**src/design/bma_pkg.sv**
```systemverilog
// Shared types, constants and codes for the binned moment accumulator.
`default_nettype none
package bma_pkg;

  localparam int NUM_E_BINS_DEF = 32;
  localparam int NUM_R_BINS_DEF = 32;

  localparam int BIN_AW = 16;
  localparam int RIDX_W = 8;

  localparam logic [15:0] LOWEST_RESET  = 16'd25600;
  localparam logic [15:0] E_LOW_RESET   = 16'd0;
  localparam logic [15:0] E_HIGH_RESET  = 16'd7680;
  localparam logic [15:0] R_LOW_RESET   = 16'd0;
  localparam logic [15:0] R_HIGH_RESET  = 16'd13107;
  localparam logic [15:0] E_STEP_RESET  = 16'd233;
  localparam logic [15:0] R_STEP_RESET  = 16'd397;

  localparam logic [2:0] CFG_E_LOW  = 3'd0;
  localparam logic [2:0] CFG_E_HIGH = 3'd1;
  localparam logic [2:0] CFG_R_LOW  = 3'd2;
  localparam logic [2:0] CFG_R_HIGH = 3'd3;
  localparam logic [2:0] CFG_E_STEP = 3'd4;
  localparam logic [2:0] CFG_R_STEP = 3'd5;

  localparam logic [1:0] FUNC_ADD   = 2'd0;
  localparam logic [1:0] FUNC_READ  = 2'd1;
  localparam logic [1:0] FUNC_CLEAR = 2'd2;

  typedef enum logic [1:0] {OP_ADD, OP_READ, OP_CLEAR} op_t;
  typedef enum logic [1:0] {F_IDLE, F_DIV, F_PUSH} front_state_t;
  typedef enum logic [1:0] {B_CLEAR, B_IDLE, B_READ, B_EXEC} back_state_t;

  typedef struct packed {
    logic [15:0] e_low;
    logic [15:0] e_high;
    logic [15:0] r_low;
    logic [15:0] r_high;
    logic [15:0] e_step;
    logic [15:0] r_step;
  } cfg_t;

  typedef struct packed {
    op_t                op;
    logic               binned;
    logic               low_ok;
    logic [BIN_AW-1:0]  bin;
    logic [RIDX_W-1:0]  nr;
    logic [15:0]        energy;
    logic signed [15:0] sx;
    logic signed [15:0] sy;
    logic [31:0]        sqx;
    logic [31:0]        sqy;
  } cmd_t;

  typedef struct packed {
    logic [31:0]        cnt;
    logic signed [47:0] sx;
    logic signed [47:0] sy;
    logic [63:0]        sqx;
    logic [63:0]        sqy;
  } stat_t;

endpackage
`default_nettype wire

```
**src/design/bma_fifo.sv**
```systemverilog
// Two-entry command queue between front and back.
`default_nettype none
module bma_fifo (
  input  wire logic          clk,
  input  wire logic          rst_n,
  input  wire logic          push,
  input  wire bma_pkg::cmd_t wdata,
  output logic               full,
  input  wire logic          pop,
  output logic               nonempty,
  output bma_pkg::cmd_t      head
);

  bma_pkg::cmd_t slot_r [2];
  logic          wp_r, rp_r;
  logic [1:0]    cnt_r;

  assign full     = (cnt_r == 2'd2);
  assign nonempty = (cnt_r != 2'd0);
  assign head     = slot_r[rp_r];

  always_ff @(posedge clk) begin
    if (!rst_n) begin
      wp_r  <= 1'b0;
      rp_r  <= 1'b0;
      cnt_r <= 2'd0;
    end else begin
      if (push) wp_r <= !wp_r;
      if (pop) rp_r <= !rp_r;
      cnt_r <= cnt_r + 2'(push) - 2'(pop);
    end
    if (push) slot_r[wp_r] <= wdata;
  end

endmodule
`default_nettype wire

```
**config.mk**
```make
export PLATFORM = sky130hd
export DESIGN_NAME = bma_fifo
export DESIGN_NICKNAME = d
export VERILOG_FILES = /design/src/design/bma_pkg.sv /design/src/design/bma_fifo.sv
export SDC_FILE = /design/constraint.sdc
export NUM_CORES = 1
export LEC_CHECK = 0
export BUFFER_PORTS_ARGS = -buffer_cell sky130_fd_sc_hd__buf_2
export CORE_MARGIN = 2
export CORE_UTILIZATION = 50
export CTS_CLUSTER_DIAMETER = 30
export CTS_CLUSTER_SIZE = 20
export DETAILED_ROUTE_END_ITERATION = 12
export GPL_TIMING_DRIVEN = 0
export PLACE_DENSITY = 0.77
export SETUP_SLACK_MARGIN = 0.02
export SLEW_MARGIN = 20
export SYNTH_ARGS = -nofsm -noshare
export SYNTH_HDL_FRONTEND = slang
export SYNTH_SLANG_ARGS = --single-unit
```
**constraint.sdc**
```tcl
create_clock -name clk -period 9.3 [get_ports clk]
set_clock_uncertainty 0.2 [all_clocks]
set_input_delay 0.93 -clock clk [delete_from_list [all_inputs] [get_ports clk]]
set_output_delay 0.93 -clock clk [all_outputs]
set_load 0.05 [all_outputs]
```
==> flow_summary.yaml, run 1 <==
route:
  wire_per_inst_um: 18.49
  vias: 5532
  drtIter0Drc: 273
  drc: 0
  dr.pass1.iters: 4
  drtAntennaViolNets: 0
  wl_mm: 20.67
  vias_per_cell: 4.948
cells_and_area:
  drive_above_1_share_pct: 63.46
  synthToLayoutAreaGrowth_pct: 34.64
  n_antenna_cell: 0
  postLayoutCoreUtil_pct: 68.61
  final_nets: 948
  fin_cells: 1118
  fillers: 1349
critical_path:
  reg2reg_from: "wp_r"
  required_ps: 8170
  end_kind: "primary output"
  r2r_cells: 2
  crit_path_start_kind: "flop"
  critical_path_class: "flop to primary output"
  timing.rr.end: "slot_r[1][66]"
  ff2ff_setup_slack_ps: 7320
  crit_arrival_ps: 1910
  crit_fanout: 10
synth:
  synth_cell_types: 15
  avgSynthCellArea_um2: 23.52
  ys_seq_area_share_pct: 79.17
  ys_warn_count: 0
  synth_nets: 603
  synth_area_mm2: 0.01075
  yosys_register_bits: 285
  synth_cells: 457
worst_hold_path:
  min_path_cells: 2
  min_from: "rp_r"
  hold_path.class: "flop to flop"
  hold_path_end: "rp_r"
clock_network:
  clock_path_buffers: 3
  htreeDepth: 2
  cts_resized: 0
  root_buffer: "clkbuf_16"
  cts_tree: "done"
  cts.sinks: 285
  post_cts_buffers: 0
  clkLatencyLatePin_ps: 520
  numCtsBuffers: 50
  clkTransAtPathRegs_ps: 50
  cts_hold_buf: 0
placement:
  dp_slack_ps: 6643
  placedCellCount: 1025
  io_buffers: 285
  place.gp.congestion: 0.7477
  dp_hpwl_mm: 14.41
sta:
  rsz0062_at_grt: "no"
  setup_viol: 0
  final_hold_viol_count: 0
  tightest_slew_ps: 789.0
  max_freq_mhz: 329.4
  fin_crit_sh_pct: 32.64
  finalCriticalPeriod_ps: 3036
  whs_ps: 379.4
  fin_ws_ps: 6264
  relSlewSlack_pct: 47.40
  slew_violations: 0
floorplanning:
  core-area_mm2: 0.02109
  dieArea_mm2: 0.02268
  rows: 53
  die_h_um: 150.6
  boundaryPins: 286
  initial_utilization_pct: 50.96
  die_x_um: 150.6
grt:
  grt_antenna_before_repair: 2
  overflow: 0
  grt_max_degree: 53
  grt_pass1_wl_mm: 30.39
  gr-usage-all-layers_pct: 17.53
  grt_pass1_vias: 5889
power_and_ir_drop:
  p_leak_uw: 0.005789
  switching_share_pct: 24.92
  pwr-share-comb_pct: 14.0
  power_frac_seq_pct: 38.7
  cellPowerDensity_mw_per_mm2: 269.3
  ir_drop_mv: 0.2281
  p_clk_share_pct: 47.3
  p_switching_uw: 971.2
  p_total_uw: 3897
  p_int_uw: 2926
job:
  maxCapViolCount: 0
outcome:
  status: "complete, no violations"
## metal layers
| layer | up-vias | wire length [um] | track usage [%] |
|---|---|---|---|
| met5 | - | 27 | 0 |
| met4 | 4 | 356 | 5.140 |
| met3 | 36 | 1960 | 7.091 |
| met2 | 232 | 10640 | 30.55 |
| met1 | 2732 | 7686 | 19.91 |
| li1 | 2528 | - | - |
## metrics by stage
| step | cell area, um^2 | setup TNS, ps |
|---|---|---|
| global placement | 12520 | -203150 |
| global route | 14470 | 0 |
| detailed placement | 12720 | 0 |
| floorplan | 10750 | 0 |
| finish | 14470 | 0 |
| CTS | 14470 | 0 |
## synth_stat cells, drive strengths merged
master  count  share of area (%)
ha          2               0.23
edfxtp    280                 78
dfxtp       5               0.93
xnor3       1               0.21
inv         2              0.070
or2         1              0.058
buf        16                1.5
xor2        1              0.082
and2        4               0.23
nor2b       4               0.23
o21a        1              0.070
mux2      140                 18
## power by group through the flow
stage | registers, uW | clock network [uW] | logic [uW]
after global placement | 1540 | 0 | 525
final | 1510 | 1840 | 546
after global routing | 1510 | 1940 | 572
after detailed placement | 1530 | 0 | 550
after floorplan | 1540 | 0 | 412
after CTS | 1510 | 1880 | 552
## cell type report
cell class	instances	area, um^2	share of cell area (%)
sequential	285	8508	58.80
timing repair buffer	293	1617	11.17
inverter	2	7.507	0.05189
multi-input combinational	154	2082	14.39
buffer	16	158.9	1.098
clock buffer	55	1291	8.924
tap	275	344.1	2.378
clock inverter	38	460.4	3.182
## cell usage in the layout, fill, tap and decap left out, drive strengths merged
cell      Yosys  layout
edfxtp      280     280
dfxtp         5       5
clkinv        0      19
and2          4       4
xnor3         1       1
clkbuf        0      55
xor2          1       1
inv           2       6
or2           1       1
buf          16     309
nor2b         4       4
bufinv        0       9
clkinvlp      0       6
mux2        140     140
ha            2       2
o21a          1       1
## worst max-delay path by stage
stage / slack, ps / endpoint / start
after detailed placement: 6640 / slot_r[1][43] / push
after global routing: 6170 / head[91] / flop
after floorplan: 1420 / slot_r[0][0] / push
after global placement: -1450 / slot_r[0][112] / push
final: 6260 / head[91] / flop
after CTS: 6210 / head[93] / flop
## state kept, by name, indices dropped and copies added (netlist names), named ones only
name    count
wp_r        1
rp_r        1
cnt_r       2
slot_r    280
## cells by family (layout without fill, tap and decap cells)
family / after synthesis / count (layout) / synth area share (%)
AOI/OAI and AO/OA: 1 / 1 / 0.06988
xor gates and xnor gates: 2 / 2 / 0.2911
DFF: 285 / 285 / 79.17
and+or+nand+nor: 9 / 9 / 0.5239
adders and majority gates: 2 / 2 / 0.2328
muxes: 140 / 140 / 18.16
buffers and inverters: 18 / 404 / 1.548
## critical path, cell delays in order (launching register included)
cell	delay, ps
dfxtp_1	330
buf_6	120
buf_8	180
buf_6	210
mux2_4	310
buf_2	220
No activity file was read; power rests on OpenSTA's default activity.
==> inputs of run 2 (changes only) <==
==> constraint.sdc (replaced) <==
create_clock -name clk -period 2.8 [get_ports clk]
set_clock_uncertainty 0.2 [all_clocks]
set_input_delay 0.28 -clock clk [delete_from_list [all_inputs] [get_ports clk]]
set_output_delay 0.28 -clock clk [all_outputs]
set_load 0.05 [all_outputs]
==> run 2 against run 1 <==
  * Worst hold slack worse by 100 ps
  * Via count is 11% higher
  * Design area up 8.4%
  * Register-to-register slack worse by 6500 ps
  * Critical endpoint is now head[55]
==> flow_summary.yaml, run 2 (same netlist as run 1, synthesis figures left out) <==
critical_path:
  slowest_delay_ps: 330
  cpMaxStageDelayCell: "mux2_4"
  crit_top_cell: "buf_6"
  crit_arrival_ps: 1880
  required_ps: 2320
  crit_fanout: 10
  critical_path_class: "flop to primary output"
  crit_path_start_kind: "flop"
  end_kind: "primary output"
  crit_chain: "buf_6, buf_8, buf_6, mux2_4, buf_2"
sta:
  finalCriticalPeriod_ps: 2363
  rsz0062_at_grt: "no"
  setup_viol: 0
  whs_ps: 277.1
  fin_crit_sh_pct: 84.41
  final_hold_viol_count: 0
  relSlewSlack_pct: 54.61
  tightest_slew_ps: 680.9
  slew_violations: 0
  max_freq_mhz: 423.1
cells_and_area:
  final_cell_mix: "289 x buf_2, 280 x edfxtp_1, 144 x dlygate4sd3_1"
  n_antenna_cell: 0
  fillers: 1169
  regMostFlops: "slot_r"
  largest_reg_flops: 280
  synthToLayoutAreaGrowth_pct: 46.01
  fin_cells: 1254
  drive_above_1_share_pct: 53.63
  final_nets: 1089
  final_common_cell: "buf_2"
  reg_top3: "slot_r (280), cnt_r (2)"
clock_network:
  post_cts_buffers: 0
  root_buffer: "clkbuf_16"
  clkLatencyLatePin_ps: 510
  htreeDepth: 2
  cts_tree: "done"
  clkTransAtPathRegs_ps: 50
  clock_path_buffers: 3
  cts.sinks: 285
  numCtsBuffers: 47
  cts_resized: 0
grt:
  grt_pass1_wl_mm: 36.17
  grt_max_degree: 55
  grt_antenna_before_repair: 0
  gr-usage-all-layers_pct: 21.04
  overflow: 0
  grt_pass1_vias: 6704
placement:
  placedCellCount: 1025
  place.gp.congestion: 0.7390
  dp_hpwl_mm: 14.35
  io_buffers: 285
power_and_ir_drop:
  ir_drop_mv: 0.5498
  p_leak_uw: 0.006270
  cellPowerDensity_mw_per_mm2: 794.6
  p_total_uw: 12470
route:
  drtIter0Drc: 269
  wl_mm: 24.38
  vias_per_cell: 4.895
  dr.pass1.iters: 4
  drc: 0
  vias: 6138
  drtAntennaViolNets: 0
  wire_per_inst_um: 19.44
floorplanning:
  die_x_um: 150.6
  boundaryPins: 286
  initial_utilization_pct: 50.96
  rows: 53
  die_h_um: 150.6
  core-area_mm2: 0.02109
  dieArea_mm2: 0.02268
job:
  maxCapViolCount: 0
outcome:
  status: "complete, no violations"
worst_hold_path:
  hold_path.class: "primary input to flop"
==> run 2: worst max-delay path: cells and delay by family (launching register included) <==
| family | cells | cell delay (ps) |
|---|---|---|
| buf+inv | 4 | 730 |
| mux | 1 | 330 |
| flops | 1 | 310 |
==> run 2: worst paths after layout <==
| check | from | endpoint | slack [ps] | cells after the start |
|---|---|---|---|---|
| worst max-delay path | flop | head[55] | 440 | 5 |
| worst min-delay path | wdata[67] | slot_r[0][67] | 280 | 2 |
| worst max register to register | wp_r | slot_r[0][69] | 830 | 4 |
| worst min register to register | rp_r | rp_r | 400 | 2 |
==> run 2: per-stage QoR <==
stage / utilization (%) / TNS [ps] / setup slack [ps] / cell area (um^2)
2_1_floorplan: - / -31720 / -225.6 / 10760
3_3_place_gp: 59.40 / -269360 / -1232 / 12530
3_5_place_dp: 60.29 / 0 / 714.4 / 12710
4_1_cts: 74.41 / 0 / 369.6 / 15690
5_1_grt: 74.41 / 0 / 344.4 / 15690
6_report: 74.41 / 0 / 436.6 / 15690
==> run 2: layout make-up <==
class                           count  area, um^2  share of cell area, %
Timing Repair Buffer              437        3053                  19.46
Clock buffer                       52        1216                  7.751
Inverter                            2       7.507                0.04784
Tap cell                          275       344.1                  2.193
Buffer                             16       158.9                  1.013
Sequential cell                   285        8509                  54.23
Multi-Input combinational cell    154        2082                  13.27
Clock inverter                     33       320.3                  2.041
==> run 2: where the power goes <==
part           internal, uW  total, uW  leakage (uW)  switching, uW
Clock                  3520       5460      0.000725           1940
Combinational           738       2000       0.00287           1260
Sequential             4940       5010       0.00267           66.5
==> run 2: per-layer routing <==
layer  vias to the layer above  track usage [%]  routed length [um]
li1                       2812                -                   -
met1                      3032            23.46                9145
met2                       259            38.43               12870
met3                        35            6.909                1969
met4                         0            5.981                 400
met5                         -                0                   0
==> run 2: repair_timing <==
action | 4_1_cts | 5_1_grt
setup endpoints to repair | 0 | 0
hold buffers | 144 | 0
hold endpoints to repair | 285 | 0
