$ cat src/design/bma_pkg.sv
// Shared types, constants and codes for the binned moment accumulator.
`default_nettype none
package bma_pkg;

  localparam int NUM_E_BINS_DEF = 32;
  localparam int NUM_R_BINS_DEF = 32;

  localparam int BIN_AW = 16;
  localparam int RIDX_W = 8;

  localparam logic [15:0] LOWEST_RESET  = 16'd25600;
  localparam logic [15:0] E_LOW_RESET   = 16'd0;
  localparam logic [15:0] E_HIGH_RESET  = 16'd7680;
  localparam logic [15:0] R_LOW_RESET   = 16'd0;
  localparam logic [15:0] R_HIGH_RESET  = 16'd13107;
  localparam logic [15:0] E_STEP_RESET  = 16'd233;
  localparam logic [15:0] R_STEP_RESET  = 16'd397;

  localparam logic [2:0] CFG_E_LOW  = 3'd0;
  localparam logic [2:0] CFG_E_HIGH = 3'd1;
  localparam logic [2:0] CFG_R_LOW  = 3'd2;
  localparam logic [2:0] CFG_R_HIGH = 3'd3;
  localparam logic [2:0] CFG_E_STEP = 3'd4;
  localparam logic [2:0] CFG_R_STEP = 3'd5;

  localparam logic [1:0] FUNC_ADD   = 2'd0;
  localparam logic [1:0] FUNC_READ  = 2'd1;
  localparam logic [1:0] FUNC_CLEAR = 2'd2;

  typedef enum logic [1:0] {OP_ADD, OP_READ, OP_CLEAR} op_t;
  typedef enum logic [1:0] {F_IDLE, F_DIV, F_PUSH} front_state_t;
  typedef enum logic [1:0] {B_CLEAR, B_IDLE, B_READ, B_EXEC} back_state_t;

  typedef struct packed {
    logic [15:0] e_low;
    logic [15:0] e_high;
    logic [15:0] r_low;
    logic [15:0] r_high;
    logic [15:0] e_step;
    logic [15:0] r_step;
  } cfg_t;

  typedef struct packed {
    op_t                op;
    logic               binned;
    logic               low_ok;
    logic [BIN_AW-1:0]  bin;
    logic [RIDX_W-1:0]  nr;
    logic [15:0]        energy;
    logic signed [15:0] sx;
    logic signed [15:0] sy;
    logic [31:0]        sqx;
    logic [31:0]        sqy;
  } cmd_t;

  typedef struct packed {
    logic [31:0]        cnt;
    logic signed [47:0] sx;
    logic signed [47:0] sy;
    logic [63:0]        sqx;
    logic [63:0]        sqy;
  } stat_t;

endpackage
`default_nettype wire

$ cat src/design/bma_div.sv
// Restoring divider, one quotient bit per cycle, 17-bit dividend by 16-bit divisor.
`default_nettype none
module bma_div (
  input  wire logic        clk,
  input  wire logic        rst_n,
  input  wire logic        start,
  input  wire logic [16:0] dividend,
  input  wire logic [15:0] divisor,
  output logic             done,
  output logic [16:0]      quotient
);

  logic        busy_r, busy_nxt;
  logic        done_r, done_nxt;
  logic [4:0]  cnt_r, cnt_nxt;
  logic [15:0] rem_r, rem_nxt;
  logic [16:0] dvd_r, dvd_nxt;
  logic [15:0] div_r, div_nxt;
  logic [16:0] sh;
  logic        qbit;

  always_comb begin
    busy_nxt = busy_r;
    done_nxt = 1'b0;
    cnt_nxt  = cnt_r;
    rem_nxt  = rem_r;
    dvd_nxt  = dvd_r;
    div_nxt  = div_r;
    sh       = {rem_r, dvd_r[16]};
    qbit     = (sh >= {1'b0, div_r});
    if (start) begin
      busy_nxt = 1'b1;
      cnt_nxt  = 5'd0;
      rem_nxt  = 16'd0;
      dvd_nxt  = dividend;
      div_nxt  = divisor;
    end else if (busy_r) begin
      rem_nxt = qbit ? 16'(sh - {1'b0, div_r}) : sh[15:0];
      dvd_nxt = {dvd_r[15:0], qbit};
      cnt_nxt = cnt_r + 5'd1;
      if (cnt_r == 5'd16) begin
        busy_nxt = 1'b0;
        done_nxt = 1'b1;
      end
    end
  end

  always_ff @(posedge clk) begin
    if (!rst_n) begin
      busy_r <= 1'b0;
      done_r <= 1'b0;
      cnt_r  <= 5'd0;
    end else begin
      busy_r <= busy_nxt;
      done_r <= done_nxt;
      cnt_r  <= cnt_nxt;
    end
    rem_r <= rem_nxt;
    dvd_r <= dvd_nxt;
    div_r <= div_nxt;
  end

  assign done     = done_r;
  assign quotient = dvd_r;

endmodule
`default_nettype wire

$ cat src/design/bma_front.sv
// Front end: accepts input words, finds bin indices and window flags, queues commands.
`default_nettype none
module bma_front #(
  parameter int NUM_E_BINS = bma_pkg::NUM_E_BINS_DEF,
  parameter int NUM_R_BINS = bma_pkg::NUM_R_BINS_DEF
) (
  input  wire logic               clk,
  input  wire logic               rst_n,
  input  wire bma_pkg::cfg_t      cfg,
  input  wire logic               clearing,
  input  wire logic               in_valid,
  output logic                    in_ready,
  input  wire logic [1:0]         in_func,
  input  wire logic [15:0]        in_energy,
  input  wire logic [15:0]        in_radius,
  input  wire logic signed [15:0] in_slope_x,
  input  wire logic signed [15:0] in_slope_y,
  input  wire logic [4:0]         in_energy_index,
  input  wire logic [4:0]         in_radius_index,
  output logic                    push,
  input  wire logic               full,
  output bma_pkg::cmd_t           cmd
);

  bma_pkg::front_state_t state_r, state_nxt;

  bma_pkg::op_t       op_r;
  logic [15:0]        e_r, r_r;
  logic signed [15:0] sx_r, sy_r;
  logic [4:0]         ei_r, ri_r;
  logic [31:0]        sqx_r, sqy_r;
  logic signed [31:0] px, py;

  logic        accept, start;
  logic [15:0] estep, rstep;
  logic [16:0] e_dvd, r_dvd, qe, qr;
  logic        done_e, done_rad;
  logic [7:0]  ne, nr;
  logic [24:0] r_limit;

  assign accept = in_valid && in_ready;
  assign start  = accept && (in_func == bma_pkg::FUNC_ADD);
  assign estep  = (cfg.e_step == 16'd0) ? 16'd1 : cfg.e_step;
  assign rstep  = (cfg.r_step == 16'd0) ? 16'd1 : cfg.r_step;
  assign e_dvd  = 17'(in_energy) + 17'(estep) - 17'd1;
  assign r_dvd  = 17'(in_radius) + 17'(rstep) - 17'd1;

  bma_div u_div_e (
    .clk, .rst_n, .start, .dividend(e_dvd), .divisor(estep), .done(done_e), .quotient(qe)
  );
  bma_div u_div_r (
    .clk, .rst_n, .start, .dividend(r_dvd), .divisor(rstep), .done(done_rad),
    .quotient(qr)
  );

  assign px = sx_r * sx_r;
  assign py = sy_r * sy_r;

  always_comb begin
    state_nxt = state_r;
    in_ready  = 1'b0;
    push      = 1'b0;
    unique case (state_r)
      bma_pkg::F_IDLE: begin
        in_ready = !clearing;
        if (in_valid && !clearing) begin
          state_nxt = (in_func == bma_pkg::FUNC_ADD) ? bma_pkg::F_DIV : bma_pkg::F_PUSH;
        end
      end
      bma_pkg::F_DIV: begin
        if (done_e && done_rad) state_nxt = bma_pkg::F_PUSH;
      end
      bma_pkg::F_PUSH: begin
        if (!full) begin
          push      = 1'b1;
          state_nxt = bma_pkg::F_IDLE;
        end
      end
      default: state_nxt = bma_pkg::F_IDLE;
    endcase
  end

  always_comb begin
    if (op_r == bma_pkg::OP_ADD) begin
      if (qe == 17'd0 || (qe - 17'd1) >= 17'(NUM_E_BINS)) ne = 8'(NUM_E_BINS - 1);
      else ne = 8'(qe - 17'd1);
      if (qr == 17'd0 || (qr - 17'd1) >= 17'(NUM_R_BINS)) nr = 8'(NUM_R_BINS - 1);
      else nr = 8'(qr - 17'd1);
    end else begin
      ne = (9'(ei_r) >= 9'(NUM_E_BINS)) ? 8'(NUM_E_BINS - 1) : 8'(ei_r);
      nr = (9'(ri_r) >= 9'(NUM_R_BINS)) ? 8'(NUM_R_BINS - 1) : 8'(ri_r);
    end
    r_limit    = 25'(NUM_R_BINS) * 25'(rstep);
    cmd.op     = op_r;
    cmd.low_ok = (r_r != 16'd0) && (25'(r_r) < r_limit);
    cmd.binned = (e_r > cfg.e_low) && (e_r < cfg.e_high) &&
                 (r_r > cfg.r_low) && (r_r < cfg.r_high);
    cmd.bin    = 16'(16'(ne) * 16'(NUM_R_BINS) + 16'(nr));
    cmd.nr     = nr;
    cmd.energy = e_r;
    cmd.sx     = sx_r;
    cmd.sy     = sy_r;
    cmd.sqx    = sqx_r;
    cmd.sqy    = sqy_r;
  end

  always_ff @(posedge clk) begin
    if (!rst_n) state_r <= bma_pkg::F_IDLE;
    else state_r <= state_nxt;
    if (accept) begin
      unique case (in_func)
        bma_pkg::FUNC_ADD:   op_r <= bma_pkg::OP_ADD;
        bma_pkg::FUNC_CLEAR: op_r <= bma_pkg::OP_CLEAR;
        default:             op_r <= bma_pkg::OP_READ;
      endcase
      e_r  <= in_energy;
      r_r  <= in_radius;
      sx_r <= in_slope_x;
      sy_r <= in_slope_y;
      ei_r <= in_energy_index;
      ri_r <= in_radius_index;
    end
    sqx_r <= 32'(unsigned'(px));
    sqy_r <= 32'(unsigned'(py));
  end

endmodule
`default_nettype wire

$ cat config.mk
export PLATFORM = sky130hd
export DESIGN_NAME = bma_front
export DESIGN_NICKNAME = d
export VERILOG_FILES = /design/src/design/bma_pkg.sv /design/src/design/bma_div.sv /design/src/design/bma_front.sv
export SDC_FILE = /design/constraint.sdc
export NUM_CORES = 2
export LEC_CHECK = 0
export BUFFER_PORTS_ARGS = -buffer_cell sky130_fd_sc_hd__buf_2
export CAP_MARGIN = 20
export CORE_MARGIN = 2
export CORE_UTILIZATION = 50
export DETAILED_ROUTE_END_ITERATION = 8
export GPL_ROUTABILITY_DRIVEN = 0
export HOLD_SLACK_MARGIN = 0.05
export PLACE_DENSITY_LB_ADDON = 0.2
export SYNTH_ARGS = -nofsm -noshare
export SYNTH_HDL_FRONTEND = slang
export SYNTH_SLANG_ARGS = --single-unit
export TNS_END_PERCENT = 100
$ cat constraint.sdc
create_clock -name clk -period 27.4 [get_ports clk]
set_clock_uncertainty 0.15 [all_clocks]
set_input_delay 2.74 -clock clk [delete_from_list [all_inputs] [get_ports clk]]
set_output_delay 2.74 -clock clk [all_outputs]
set_load 0.1 [all_outputs]
==> run_summary.xml <==
<?xml version="1.0" encoding="UTF-8"?>
<metrics>
  <group name="detailed_routing">
    <metric name="detail_route.drc_violations" unit="">0</metric>
    <metric name="detailedRoute.firstPassIterationCount" unit="">5</metric>
    <metric name="ant_nets" unit="">0</metric>
    <metric name="wl_met1" unit="mm">30.8</metric>
    <metric name="postRouteWirelength" unit="mm">72.2</metric>
    <metric name="detail_route.wl_per_cell" unit="um">16.0</metric>
    <metric name="vias" unit="">22700</metric>
    <metric name="drt_iter0_drc" unit="">935</metric>
    <metric name="met3_wirelength" unit="mm">3.49</metric>
    <metric name="maxUsedRoutingLayer" unit="">met4</metric>
    <metric name="routed-wl-met2" unit="mm">36.0</metric>
    <metric name="avgViaCountPerCell" unit="">5.02</metric>
  </group>
  <group name="timing">
    <metric name="hold_viol" unit="">0</metric>
    <metric name="max_slew.worst_pin.slew" unit="ns">2.80</metric>
    <metric name="whs" unit="ns">0.317</metric>
    <metric name="finalSetupTns" unit="ns">0</metric>
    <metric name="setup_repair_after_global_routing_missed_its_margin" unit="">no</metric>
    <metric name="finalMaxSlewViolations" unit="">1</metric>
    <metric name="highest_clock_rate" unit="GHz">0.119</metric>
    <metric name="timing.final.crit_share" unit="%">30.7</metric>
    <metric name="setup_viol" unit="">0</metric>
    <metric name="period_needed" unit="ns">8.41</metric>
    <metric name="timing.slew.headroom" unit="%">-88.3</metric>
  </group>
  <group name="global_route">
    <metric name="grt-ovfl-total" unit="">0</metric>
    <metric name="globalRouteTotalUtil" unit="%">22.9</metric>
    <metric name="grt_pass1_wl" unit="mm">121</metric>
    <metric name="vias_in_the_first_global_route" unit="">24300</metric>
    <metric name="pin_count_of_the_biggest_net_entering_global_routing" unit="">81</metric>
    <metric name="initial_antenna_violation_count" unit="">1</metric>
  </group>
  <group name="layout">
    <metric name="syn2layout_area_growth" unit="%">10.8</metric>
    <metric name="finish.cell_count_without_fillers" unit="">4513</metric>
    <metric name="share_of_final_layout_standard_cells_stronger_than_drive_strength_1" unit="%">11.6</metric>
    <metric name="layout_net_count" unit="">4641</metric>
    <metric name="post-route-util" unit="%">56.1</metric>
    <metric name="filler_cell_count" unit="">5808</metric>
  </group>
  <group name="cts">
    <metric name="cts-htree-levels" unit="">2</metric>
    <metric name="clock-root-buffer" unit="">sky130_fd_sc_hd__clkbuf_16</metric>
    <metric name="clock_latency" unit="ns">0.56</metric>
    <metric name="clock_path_buffers" unit="">3</metric>
    <metric name="clkSlewWorstSetupHoldPaths" unit="ns">0.06</metric>
    <metric name="tritoncts_num_sinks" unit="">252</metric>
    <metric name="holdBufCountCts" unit="">0</metric>
    <metric name="number_of_buffers_created_by_cts" unit="">34</metric>
    <metric name="post_cts_resize_count" unit="">0</metric>
    <metric name="postCtsSetupBuffers" unit="">0</metric>
    <metric name="cts_tree" unit="">yes</metric>
  </group>
  <group name="die">
    <metric name="die_width" unit="um">257</metric>
    <metric name="floorplan.core_area" unit="um2">63100</metric>
    <metric name="dieHeight" unit="um">257</metric>
    <metric name="placement_rows" unit="">92</metric>
    <metric name="start_util" unit="%">50.6</metric>
    <metric name="boundaryPins" unit="">319</metric>
    <metric name="design.die.area" unit="um2">65900</metric>
  </group>
  <group name="outcome">
    <metric name="run_status" unit="">finished, violations left</metric>
    <metric name="failed_checks" unit="">max-slew violations</metric>
  </group>
  <group name="synth">
    <metric name="synthCells" unit="">3386</metric>
    <metric name="synthDistinctLibCells" unit="">75</metric>
    <metric name="synthArstFlopShare" unit="%">0</metric>
    <metric name="synth-edff-count" unit="">142</metric>
    <metric name="number_of_synthesis_warnings" unit="">0</metric>
    <metric name="post_synth.cell_area_avg" unit="um2">9.43</metric>
    <metric name="synth-seq-cells" unit="">252</metric>
    <metric name="ys_seq_area_share" unit="%">20.3</metric>
    <metric name="synth_ff_type" unit="">sky130_fd_sc_hd__edfxtp_1</metric>
    <metric name="synth_area" unit="um2">31900</metric>
  </group>
  <group name="setup_path">
    <metric name="type_of_the_worst_setup_path" unit="">in -&gt; out</metric>
    <metric name="critPathCaptureType" unit="">output pin</metric>
    <metric name="cp_max_fo" unit="">3</metric>
    <metric name="timing.critical_path.from_type" unit="">input pin</metric>
    <metric name="cpLargestDelayFamily" unit="">simple AND/OR/NAND/NOR gates</metric>
    <metric name="worst-endpoint-required" unit="ns">24.51</metric>
    <metric name="cpPeakStageDelay" unit="ns">0.51</metric>
    <metric name="cp_data_arrival_time" unit="ns">5.52</metric>
    <metric name="crit_path_top_delay_cell" unit="">sky130_fd_sc_hd__or4_1</metric>
    <metric name="path_buf_inv" unit="">2</metric>
    <metric name="crit_chain" unit="">buf_2 &gt; or4_1 &gt; nor2_1 &gt; a31oi_1 &gt; o21a_1 &gt; o21ai_0 &gt; a21oi_1 &gt; o21ai_0 &gt; a21oi_1 &gt; o211ai_1 &gt; and3_1 &gt; buf_2</metric>
  </group>
  <group name="job">
    <metric name="timing.max_cap.violations" unit="">0</metric>
  </group>
  <group name="hold_path">
    <metric name="holdCritPathClass" unit="">reg -&gt; reg</metric>
  </group>
  <group name="placement">
    <metric name="hpwl" unit="mm">58.3</metric>
    <metric name="dp.cells" unit="">4450</metric>
    <metric name="numPortBuffers" unit="">307</metric>
  </group>
</metrics>
-- Yosys cell counts, drive strengths merged (6+ instances only) --
cell type	instances	area, um2
o21a	24	180
and3	11	73.8
a31oi	13	81.3
nor4	18	113
a211oi	21	163
a21oi	134	671
a21o	67	503
and2	86	538
nand2b	36	225
nor3	37	190
buf	25	165
o21ai	99	499
xnor2	97	850
nor2	150	566
a31o	14	123
mux2i	21	210
nand3	18	90.1
nor2b	29	181
or2	7	43.8
inv	895	3360
o211ai	9	67.6
clkbuf	98	368
nand2	222	833
nor3b	9	67.6
nand4	25	156
or3	7	43.8
dfxtp	110	2200
edfxtp	142	4260
a2111oi	6	77.6
o21bai	12	90.1
fa	475	9510
ha	349	4370
xor2	52	455
-- layout make-up --
| cell class | count | area, um2 | area share, % |
|---|---|---|---|
| clock inverter | 20 | 229 | 0.648 |
| inverter | 896 | 3360 | 9.51 |
| multi-input combinational | 2128 | 21600 | 61.1 |
| sequential | 252 | 6470 | 18.3 |
| clock buffer | 42 | 932 | 2.64 |
| tap | 846 | 1060 | 2.99 |
| timing repair buffer | 328 | 1690 | 4.79 |
| antenna | 1 | 2.50 | 0.00708 |
-- final timing paths --
check        depth (start not counted)                           start                              to  slack [ns]
max                                 12                         cfg[14]                        cmd[136]       18.99
min                                  2  u_div_e.rem_r[15]$_SDFFE_PP0P_  u_div_e.rem_r[15]$_SDFFE_PP0P_        0.32
min reg2reg                          2  u_div_e.rem_r[15]$_SDFFE_PP0P_  u_div_e.rem_r[15]$_SDFFE_PP0P_        0.32
max reg2reg                         22              sy_r[15]$_DFFE_PP_               sqy_r[31]$_DFF_P_       19.82
-- placed cells by master (no fill, tap or decap), types with 20 or more instances in the layout --
cell,instances
sky130_fd_sc_hd__a21oi_1,134
sky130_fd_sc_hd__and2_1,86
sky130_fd_sc_hd__fa_1,475
sky130_fd_sc_hd__xnor2_1,97
sky130_fd_sc_hd__inv_1,895
sky130_fd_sc_hd__o21a_1,24
sky130_fd_sc_hd__xor2_1,52
sky130_fd_sc_hd__nor3_1,35
sky130_fd_sc_hd__clkbuf_16,35
sky130_fd_sc_hd__edfxtp_1,142
sky130_fd_sc_hd__buf_4,21
sky130_fd_sc_hd__o21ai_0,97
sky130_fd_sc_hd__ha_1,349
sky130_fd_sc_hd__a21o_1,67
sky130_fd_sc_hd__nand2_1,221
sky130_fd_sc_hd__buf_2,307
sky130_fd_sc_hd__nor2_1,149
sky130_fd_sc_hd__a211oi_1,20
sky130_fd_sc_hd__nand4_1,25
sky130_fd_sc_hd__nand2b_1,36
sky130_fd_sc_hd__mux2i_1,21
sky130_fd_sc_hd__dfxtp_1,110
sky130_fd_sc_hd__nor2b_1,29
-- logic make-up after synthesis --
group,Yosys count,share of synthesized area [%]
buffers and inverters,1019,12.2
adder cells (fa/ha/maj),824,43.5
AND/OR/NAND/NOR,667,10.1
AO/OA/AOI/OAI,449,9.08
flip-flops,252,20.3
XOR/XNOR,149,4.09
multiplexers,25,0.800
other,1,0.0117
-- through the flow --
| stage | cell area, um2 | worst slack, ns |
|---|---|---|
| floorplan | 32000 | 16.71 |
| global placement | 34200 | 19.07 |
| detailed placement | 34200 | 18.95 |
| CTS | 35400 | 18.94 |
| global route | 35400 | 18.71 |
| finish | 35400 | 18.99 |
-- state kept, by name, summed over array words and instances (netlist names), 16 cells and up --
name              flops
sqx_r                31
sqy_r                31
u_div_e.quotient     17
u_div_r.quotient     17
e_r                  16
r_r                  16
sx_r                 16
sy_r                 16
u_div_e.div_r        16
u_div_e.rem_r        16
u_div_r.div_r        16
u_div_r.rem_r        16
-- layer usage --
layer / track usage [%] / up-vias
met4: 6.23 / 0
met1: 28.8 / 11000
met2: 41.0 / 507
li1: - / 11000
met3: 3.29 / 89
met5: 0 / -
-- worst min-delay path, delay by kind of cell, from the launching register on --
family,cells,cell delay (ns)
buffers and inverters,1,0.05
DFF,1,0.31
AOI/OAI and AO/OA,1,0.06
Power is not shown: default switching activity piles up to over one toggle a cycle in this logic, so the estimate is an artifact.
